--- config.mk ---
export PLATFORM = sky130hd
export DESIGN_NAME = dual_servo_pwm_register_slave_flat
export DESIGN_NICKNAME = d
export VERILOG_FILES = /design/src/rtl/dsp_pkg.sv /design/src/rtl/dsp_intf.sv /design/src/rtl/dsp_regs.sv /design/src/rtl/dsp_pwm.sv /design/src/rtl/dual_servo_pwm_register_slave.sv /design/src/flat_wrapper.sv
export SDC_FILE = /design/constraint.sdc
export NUM_CORES = 1
export LEC_CHECK = 0
export ABC_AREA = 1
export BUFFER_PORTS_ARGS = -buffer_cell sky130_fd_sc_hd__buf_2
export CAP_MARGIN = 10
export CORE_MARGIN = 2
export CORE_UTILIZATION = 65
export CTS_BUF_LIST = sky130_fd_sc_hd__clkbuf_8 sky130_fd_sc_hd__clkbuf_16
export DETAILED_ROUTE_END_ITERATION = 7
export GPL_TIMING_DRIVEN = 0
export PLACE_DENSITY_LB_ADDON = 0.05
export SYNTH_ARGS = -nofsm -noshare
export SYNTH_HDL_FRONTEND = slang
export SYNTH_SLANG_ARGS = --single-unit
--- constraint.sdc ---
create_clock -name i_clk -period 5.55 [get_ports i_clk]
set_clock_uncertainty 0.2 [all_clocks]
set_input_delay 0.2775 -clock i_clk [delete_from_list [all_inputs] [get_ports i_clk]]
set_output_delay 0.2775 -clock i_clk [all_outputs]
set_load 0.02 [all_outputs]
--- src/rtl/dsp_pkg.sv ---
// Shared types and constants for the dual servo PWM register slave.
`timescale 1ns / 1ps

package dsp_pkg;

    // Register map and status bit
    localparam logic [7:0] ADDR_STATUS = 8'd0;
    localparam logic [7:0] ADDR_STD_A  = 8'd1;
    localparam logic [7:0] ADDR_STD_B  = 8'd2;
    localparam logic [7:0] ADDR_EXT_A  = 8'd3;
    localparam logic [7:0] ADDR_EXT_B  = 8'd4;
    localparam int unsigned ENABLE_BIT = 0;

    // Position scaling offsets and reset values
    localparam logic [15:0] STD_OFS   = 16'd544;
    localparam logic [15:0] EXT_OFS   = 16'd288;
    localparam logic [15:0] TOP_RESET = 16'd10347;
    localparam logic [15:0] CMP_RESET = 16'd800;

    // Kind of event carried by one input word
    typedef enum logic [1:0] {
        MODE_TICK  = 2'd0,
        MODE_WRITE = 2'd1,
        MODE_PTR   = 2'd2,
        MODE_READ  = 2'd3
    } t_mode;

    typedef struct packed {
        t_mode      mode;
        logic [7:0] reg_index;
        logic [7:0] write_data;
    } t_item;

    // Pending compare values handed from the register map to the PWM timer
    typedef struct packed {
        logic [15:0] cmp_a;
        logic [15:0] cmp_b;
    } t_pend;

endpackage

--- src/rtl/dsp_intf.sv ---
// Valid/ready channel interfaces for input events and result words.
`timescale 1ns / 1ps

interface dsp_item_if;
    logic       valid;
    logic       ready;
    logic [1:0] mode;
    logic [7:0] reg_index;
    logic [7:0] write_data;

    modport source (output valid, output mode, output reg_index, output write_data,
                    input ready);
    modport sink   (input valid, input mode, input reg_index, input write_data,
                    output ready);
endinterface

interface dsp_result_if;
    logic       valid;
    logic       ready;
    logic [7:0] read_data;
    logic       servo_a_level;
    logic       servo_b_level;
    logic       drive_enable;

    modport source (output valid, output read_data, output servo_a_level,
                    output servo_b_level, output drive_enable, input ready);
    modport sink   (input valid, input read_data, input servo_a_level,
                    input servo_b_level, input drive_enable, output ready);
endinterface

--- src/rtl/dsp_regs.sv ---
// Byte register map: status, position registers, read pointer and bus byte.
`timescale 1ns / 1ps

module dsp_regs (
    input  logic           i_clk,
    input  logic           i_rst_n,
    input  logic           i_step,
    input  dsp_pkg::t_item i_item,
    output dsp_pkg::t_pend o_pend,
    output logic [7:0]     o_last_byte,
    output logic           o_drive_en
);
    import dsp_pkg::*;

    logic [7:0]  r_status, n_status;
    logic [15:0] r_pend_a, n_pend_a;
    logic [15:0] r_pend_b, n_pend_b;
    logic [7:0]  r_ptr, n_ptr;
    logic [7:0]  r_last, n_last;

    logic [15:0] w_std_val;
    logic [15:0] w_ext_val;
    logic [15:0] w_diff_std_a;
    logic [15:0] w_diff_std_b;
    logic [15:0] w_diff_ext_a;
    logic [15:0] w_diff_ext_b;
    logic [7:0]  w_rd;

    // Scale a written position byte into a compare value
    assign w_std_val = STD_OFS + {7'd0, i_item.write_data, 1'b0};
    assign w_ext_val = EXT_OFS + {6'd0, i_item.write_data, 2'b00};

    // Undo the scaling for read-back: difference from the offset, shifted down, low byte
    assign w_diff_std_a = r_pend_a - STD_OFS;
    assign w_diff_std_b = r_pend_b - STD_OFS;
    assign w_diff_ext_a = r_pend_a - EXT_OFS;
    assign w_diff_ext_b = r_pend_b - EXT_OFS;

    // Decode the read pointer
    always_comb begin
        unique case (r_ptr)
            ADDR_STATUS: w_rd = r_status;
            ADDR_STD_A:  w_rd = w_diff_std_a[8:1];
            ADDR_STD_B:  w_rd = w_diff_std_b[8:1];
            ADDR_EXT_A:  w_rd = w_diff_ext_a[9:2];
            ADDR_EXT_B:  w_rd = w_diff_ext_b[9:2];
            default:     w_rd = r_last;
        endcase
    end

    // Apply one event to the register map
    always_comb begin
        n_status = r_status;
        n_pend_a = r_pend_a;
        n_pend_b = r_pend_b;
        n_ptr    = r_ptr;
        n_last   = r_last;
        if (i_step) begin
            unique case (i_item.mode)
                MODE_TICK: begin
                end
                MODE_WRITE: begin
                    unique case (i_item.reg_index)
                        ADDR_STATUS: n_status = i_item.write_data;
                        ADDR_STD_A:  n_pend_a = w_std_val;
                        ADDR_STD_B:  n_pend_b = w_std_val;
                        ADDR_EXT_A:  n_pend_a = w_ext_val;
                        ADDR_EXT_B:  n_pend_b = w_ext_val;
                        default:     n_status = r_status;
                    endcase
                    n_last = i_item.write_data;
                end
                MODE_PTR: begin
                    n_ptr  = i_item.reg_index;
                    n_last = i_item.reg_index;
                end
                MODE_READ: begin
                    n_last = w_rd;
                end
            endcase
        end
    end

    // Hold register state
    always_ff @(posedge i_clk) begin
        if (!i_rst_n) begin
            r_status <= 8'd0;
            r_pend_a <= CMP_RESET;
            r_pend_b <= CMP_RESET;
            r_ptr    <= 8'd0;
            r_last   <= 8'd0;
        end else begin
            r_status <= n_status;
            r_pend_a <= n_pend_a;
            r_pend_b <= n_pend_b;
            r_ptr    <= n_ptr;
            r_last   <= n_last;
        end
    end

    assign o_pend.cmp_a = r_pend_a;
    assign o_pend.cmp_b = r_pend_b;
    assign o_last_byte  = n_last;
    assign o_drive_en   = n_status[ENABLE_BIT];

endmodule

--- src/rtl/dsp_pwm.sv ---
// Phase and frequency correct up/down timer with two compare channels.
`timescale 1ns / 1ps

module dsp_pwm (
    input  logic           i_clk,
    input  logic           i_rst_n,
    input  logic           i_tick,
    input  logic [15:0]    i_top,
    input  dsp_pkg::t_pend i_pend,
    output logic           o_level_a,
    output logic           o_level_b
);
    import dsp_pkg::*;

    logic [15:0] r_cnt, n_cnt;
    logic        r_down, n_down;
    logic [15:0] r_act_a, n_act_a;
    logic [15:0] r_act_b, n_act_b;

    logic [15:0] w_cnt_up;
    logic [15:0] w_cnt_dn;

    // Step the count, saturating at the top and at zero
    assign w_cnt_up = (r_cnt < i_top) ? (r_cnt + 16'd1) : r_cnt;
    assign w_cnt_dn = (r_cnt != 16'd0) ? (r_cnt - 16'd1) : r_cnt;

    // Turn at the top; reload compares and turn at the bottom
    always_comb begin
        n_cnt   = r_cnt;
        n_down  = r_down;
        n_act_a = r_act_a;
        n_act_b = r_act_b;
        if (i_tick) begin
            if (!r_down) begin
                n_cnt = w_cnt_up;
                if (w_cnt_up >= i_top) begin
                    n_down = 1'b1;
                end
            end else begin
                n_cnt = w_cnt_dn;
                if (w_cnt_dn == 16'd0) begin
                    n_down  = 1'b0;
                    n_act_a = i_pend.cmp_a;
                    n_act_b = i_pend.cmp_b;
                end
            end
        end
    end

    // Hold timer state
    always_ff @(posedge i_clk) begin
        if (!i_rst_n) begin
            r_cnt   <= 16'd0;
            r_down  <= 1'b0;
            r_act_a <= CMP_RESET;
            r_act_b <= CMP_RESET;
        end else begin
            r_cnt   <= n_cnt;
            r_down  <= n_down;
            r_act_a <= n_act_a;
            r_act_b <= n_act_b;
        end
    end

    // Output levels as they stand after this event
    assign o_level_a = (n_cnt < n_act_a);
    assign o_level_b = (n_cnt < n_act_b);

endmodule

--- src/rtl/dual_servo_pwm_register_slave.sv ---
// Top level: input register, register map, PWM timer and result register.
// Flow: a word taken into the input register is processed once the result register
//   is free or draining, and its result word is then loaded into the result register.
// Throughput: one word per cycle; while a result word waits, one more input word
//   is held in the input register and further input stalls until it drains.
// Reset: synchronous, active low; registers, compares and the counter top take their
//   reset values and both channels come up empty.
`timescale 1ns / 1ps

module dual_servo_pwm_register_slave (
    input  logic          i_clk,
    input  logic          i_rst_n,
    input  logic          i_cfg_we,
    input  logic [15:0]   i_cfg_wdata,
    dsp_item_if.sink      i_item,
    dsp_result_if.source  o_result
);
    import dsp_pkg::*;

    logic        r_in_valid;
    t_item       r_in;
    logic        r_out_valid;
    logic [7:0]  r_rd;
    logic        r_lvl_a;
    logic        r_lvl_b;
    logic        r_drv;
    logic [15:0] r_top;

    logic        w_step;
    logic        w_tick;
    t_pend       w_pend;
    logic [7:0]  w_last;
    logic        w_drv;
    logic        w_lvl_a;
    logic        w_lvl_b;

    // Process the held word when the result register is free or draining
    assign w_step       = r_in_valid && (!r_out_valid || o_result.ready);
    assign w_tick       = w_step && (r_in.mode == MODE_TICK);
    assign i_item.ready = !r_in_valid || w_step;

    // Capture the input word
    always_ff @(posedge i_clk) begin
        if (!i_rst_n) begin
            r_in_valid <= 1'b0;
        end else if (i_item.valid && i_item.ready) begin
            r_in_valid <= 1'b1;
        end else if (w_step) begin
            r_in_valid <= 1'b0;
        end
    end

    always_ff @(posedge i_clk) begin
        if (i_item.valid && i_item.ready) begin
            r_in.mode       <= t_mode'(i_item.mode);
            r_in.reg_index  <= i_item.reg_index;
            r_in.write_data <= i_item.write_data;
        end
    end

    // Hold the counter turning point
    always_ff @(posedge i_clk) begin
        if (!i_rst_n) begin
            r_top <= TOP_RESET;
        end else if (i_cfg_we) begin
            r_top <= i_cfg_wdata;
        end
    end

    dsp_regs u_regs (
        .i_clk       (i_clk),
        .i_rst_n     (i_rst_n),
        .i_step      (w_step),
        .i_item      (r_in),
        .o_pend      (w_pend),
        .o_last_byte (w_last),
        .o_drive_en  (w_drv)
    );

    dsp_pwm u_pwm (
        .i_clk     (i_clk),
        .i_rst_n   (i_rst_n),
        .i_tick    (w_tick),
        .i_top     (r_top),
        .i_pend    (w_pend),
        .o_level_a (w_lvl_a),
        .o_level_b (w_lvl_b)
    );

    // Load the result word, drop it once taken
    always_ff @(posedge i_clk) begin
        if (!i_rst_n) begin
            r_out_valid <= 1'b0;
        end else if (w_step) begin
            r_out_valid <= 1'b1;
        end else if (o_result.ready) begin
            r_out_valid <= 1'b0;
        end
    end

    always_ff @(posedge i_clk) begin
        if (w_step) begin
            r_rd    <= w_last;
            r_lvl_a <= w_lvl_a;
            r_lvl_b <= w_lvl_b;
            r_drv   <= w_drv;
        end
    end

    assign o_result.valid         = r_out_valid;
    assign o_result.read_data     = r_rd;
    assign o_result.servo_a_level = r_lvl_a;
    assign o_result.servo_b_level = r_lvl_b;
    assign o_result.drive_enable  = r_drv;

endmodule

--- src/flat_wrapper.sv ---
// flat-port wrapper written by rule: the top's interface ports become plain ports
module dual_servo_pwm_register_slave_flat import dsp_pkg::*;
  (i_clk, i_rst_n, i_cfg_we, i_cfg_wdata, i_item_valid, i_item_mode, i_item_reg_index, i_item_write_data, i_item_ready, o_result_valid, o_result_read_data, o_result_servo_a_level, o_result_servo_b_level, o_result_drive_enable, o_result_ready);
  dsp_item_if i_item_i ();
  dsp_result_if o_result_i ();
  input  logic i_clk;
  input  logic i_rst_n;
  input  logic i_cfg_we;
  input  logic [15:0] i_cfg_wdata;
  input wire logic [$bits(i_item_i.valid)-1:0] i_item_valid;
  input wire logic [$bits(i_item_i.mode)-1:0] i_item_mode;
  input wire logic [$bits(i_item_i.reg_index)-1:0] i_item_reg_index;
  input wire logic [$bits(i_item_i.write_data)-1:0] i_item_write_data;
  output wire logic [$bits(i_item_i.ready)-1:0] i_item_ready;
  output wire logic [$bits(o_result_i.valid)-1:0] o_result_valid;
  output wire logic [$bits(o_result_i.read_data)-1:0] o_result_read_data;
  output wire logic [$bits(o_result_i.servo_a_level)-1:0] o_result_servo_a_level;
  output wire logic [$bits(o_result_i.servo_b_level)-1:0] o_result_servo_b_level;
  output wire logic [$bits(o_result_i.drive_enable)-1:0] o_result_drive_enable;
  input wire logic [$bits(o_result_i.ready)-1:0] o_result_ready;
  assign i_item_i.valid = i_item_valid;
  assign i_item_i.mode = i_item_mode;
  assign i_item_i.reg_index = i_item_reg_index;
  assign i_item_i.write_data = i_item_write_data;
  assign i_item_ready = i_item_i.ready;
  assign o_result_valid = o_result_i.valid;
  assign o_result_read_data = o_result_i.read_data;
  assign o_result_servo_a_level = o_result_i.servo_a_level;
  assign o_result_servo_b_level = o_result_i.servo_b_level;
  assign o_result_drive_enable = o_result_i.drive_enable;
  assign o_result_i.ready = o_result_ready;
  dual_servo_pwm_register_slave u_core (.i_clk(i_clk), .i_rst_n(i_rst_n), .i_cfg_we(i_cfg_we), .i_cfg_wdata(i_cfg_wdata), .i_item(i_item_i), .o_result(o_result_i));
endmodule
==> out/results.ini <==
[routing]
top_layer=met4
drt_iter0_drc=735
viasPerCell=5.710
m1WireLength_um=9757
dr_wl_met3_um=2169
vias=7697
post_drt_wl_per_cell_um=16.64
drtPass1Iterations=6
wl_met2_um=9944
drcViolationCount=0
routed_wl_um=22430
antenna_left=0

[placed_design]
dp_cells=1276
dp_slack_ns=1.739
gp_congestion=0.9443
dp_hpwl_um=16020
portBuffers=51

[critical_path]
reg2reg_to=u_core.u_pwm.r_down$_SDFFE_PN0P_
crit_path_start=u_core.u_pwm.r_cnt[9]$_SDFF_PN0_
ff2ff_path_depth=21
cp.depth=21
critPathLaunchType=flip-flop
cp-end-kind=flip-flop
critical_path.slowest_cell=dfxtp_1
cp_cell_sequence=ha_1 > nand2_1 > inv_1 > o21ai_0 > a21oi_1 > nor2_1 > nand3_1 > nor3_1 > xor2_1 > inv_1 > ha_1 > nand2_1 > o21ai_0 > nand3_1 > a21boi_0 > o21ai_0 > nand2_1 > a21oi_1 > o21ai_0 > nand2_1 > a21oi_1
crit_required_ns=5.71
critPathTopFamily=compound AO/OA/AOI/OAI gates
r2r-start=u_core.u_pwm.r_cnt[9]$_SDFF_PN0_
r2r_slack_ns=1.64
critical_path_buf_inv_count=2
crit_end=u_core.u_pwm.r_down$_SDFFE_PN0P_
crit_path_max_incr_delay_ns=0.50
cp_max_fo=7
arrival_ns=4.07
crit_type=flip-flop to flip-flop

[yosys]
synth_top_cells_by_count=nand2_1 (189), inv_1 (132), dfxtp_1 (111), nor2_1 (109), a21oi_1 (96)
syn_nets=1163
synth_top_cell_by_area=dfxtp_1
synthFlopType=dfxtp_1
synth_top_area_share_pct=27.34
synth_warnings=0
synth_compound_area_share_pct=18.09
synthAdderAreaFrac_pct=10.31
ys_ff_latch=140
postSynthCellCount=1057
synth_edf_count=29
synthSimpleGateAreaFrac_pct=21.72
syn_area_mm2=0.008128
yosys.area_share.xor_xnor_pct=2.371
yosysUniqueCellTypes=48
syn_avg_cell_area_um2=7.689
ys_seq_area_share_pct=38.05
synth.most_common_cell=nand2_1
synthTopCellsByArea=dfxtp_1 (27%), edfxtp_1 (11%), ha_1 (10%)
async_flop_share_pct=0
muxShareOfSynthArea_pct=0.9852
synth_top_family_by_area=simple AND/OR/NAND/NOR gates

[sta]
fmax_mhz=255.6
slew_violations=0
max_slew_margin_pct=40.31
finalHoldViolCount=0
final_min_period_over_clock_period_pct=70.50
fin_ws_ns=1.637
worstMarginPinSlew_ns=0.8859
fin_setup_tns_ns=0
finalSetupViolations=0
period_minus_slack_ns=3.913
rsz0062_at_grt=no

[pwr]
power_density_mw_per_mm2=276.2
p_leak_uw=0.004508
total_power_uw=2649
peakVddDrop_mv=0.2708

[clock_tree]
clkSlewWorstSetupHoldPaths_ns=0.06
clk_path_buf_depth=2
cts_setup_buffers=0
root_buffer=clkbuf_16
cts.sinks=140
cts_buffers=17
cts_tree=done
clock_latency_ns=0.44
htreeDepth=4

[floorplanning]
num_io_pins=52
start_util_pct=67.11
die-area_mm2=0.01341
die_x_um=115.8
die_y_um=115.8
fp.coreArea_mm2=0.01211
rows=40

[worst_hold_path]
hp-class=primary input to flip-flop

[cells_and_area]
antenna_cells=0
finalNonFillerCells=1348
fillers=872
drive_gt1_share_pct=11.86
syn2layout_area_growth_pct=18.00
fin_nets=1273

[global_route]
grt_max_degree=19
grt_pass1_wl_um=35380
grt_remaining_overflow=0
grt_pass1_vias=7175
antenna_found_initial=0
grtUsageTotal_pct=34.53

[flow_run]
max_cap_viol_count=0

[outcome]
outcome=completed

[worst min path at each step]
stage                                       startpoint                                 end  slack (ns)  cells past startpoint
floorplan                         i_item_write_data[0]            u_core.r_in[0]$_DFFE_PP_        0.18                      0
global placement    u_core.u_pwm.r_act_a[0]$_SDFF_PN0_  u_core.u_pwm.r_act_a[0]$_SDFF_PN0_        0.23                      2
detailed placement  u_core.u_pwm.r_act_a[0]$_SDFF_PN0_  u_core.u_pwm.r_act_a[0]$_SDFF_PN0_        0.23                      2
CTS                                           i_cfg_we        u_core.r_top[8]$_SDFFE_PN0P_         0.1                      4
global route                                  i_cfg_we       u_core.r_top[12]$_SDFFE_PN0P_        0.16                      4
finish                                        i_cfg_we        u_core.r_top[8]$_SDFFE_PN0P_        0.14                      4
[registers in the layout (all words and copies together), names as in the netlist, 8 cells and up]
signal / cells
u_core.u_regs.r_last: 8
u_core.u_regs.r_ptr: 8
u_core.u_pwm.r_act_b: 16
u_core.r_top: 16
u_core.o_result.read_data: 8
u_core.u_pwm.r_cnt: 16
u_core.r_in: 18
u_core.u_regs.r_pend_b: 10
u_core.u_pwm.r_act_a: 16
u_core.u_regs.r_status: 8
u_core.u_regs.r_pend_a: 10
[cell type report]
cell class	count	area [um2]	area share, %
repair buffers	91	655.6	6.836
clock buffers	18	439.2	4.579
multi-input cells	746	4347	45.32
flip-flops and latches	140	3093	32.25
clock inverters	14	157.7	1.644
inverters	141	531.8	5.545
well taps	168	210.2	2.192
plain buffers	30	156.4	1.631
[layer usage]
layer	up-vias	global-route usage, %
li1	3790	-
met1	3501	46.11
met2	358	54.89
met3	48	7.845
met4	0	13.33
met5	-	0
[tightest hold or removal path, delay by kind of cell]
| family | cells | cell delay, ns |
|---|---|---|
| buf+inv | 2 | 0.24 |
| compound gates | 2 | 0.20 |
[layout by cell type, fill, tap and decap left out, types with 4 or more instances in the layout]
cell type	instances
nand2_1	189
inv_1	132
dfxtp_1	111
nor2_1	109
a21oi_1	96
o21ai_0	81
ha_1	67
buf_2	56
dlygate4sd3_1	40
edfxtp_1	29
nand3_1	26
xor2_1	19
and2_1	19
clkbuf_1	18
a221oi_1	17
clkbuf_16	17
nor3_1	13
nor2_2	12
a21oi_2	12
nand4_1	12
a211oi_1	10
mux2i_1	8
o221ai_1	8
o22ai_1	6
a22oi_1	6
inv_2	5
a31oi_1	5
buf_6	4
inv_6	4
[cell families (layout without fill, tap and decap cells)]
group	after synthesis	count (layout)
multiplexers	8	8
flip-flops	140	140
adder cells (fa/ha/maj)	67	67
buffers and inverters	171	294
AO/OA/AOI/OAI	251	251
XOR/XNOR	22	22
AND/OR/NAND/NOR	398	398
[through the flow]
stage	hold WS [ns]	area (um2)	utilization [%]
5_1_grt	0.1615	9590	79.18
4_1_cts	0.09670	9590	79.18
3_5_place_dp	0.2304	8593	70.95
2_1_floorplan	0.1764	8128	-
6_report	0.1440	9590	79.18
3_3_place_gp	0.2280	8593	70.95
[what timing repair did]
item,CTS,global route
hold buffers,40,0
gates resized for setup,0,0
endpoints found under the hold margin,36,0
[power breakdown]
part / internal, uW / leakage [uW] / switching (uW)
sequential: 1070 / 0.00118 / 28.0
clock: 682 / 0.000290 / 479
combinational: 141 / 0.00304 / 244
No activity file was read; power rests on OpenSTA's default activity.
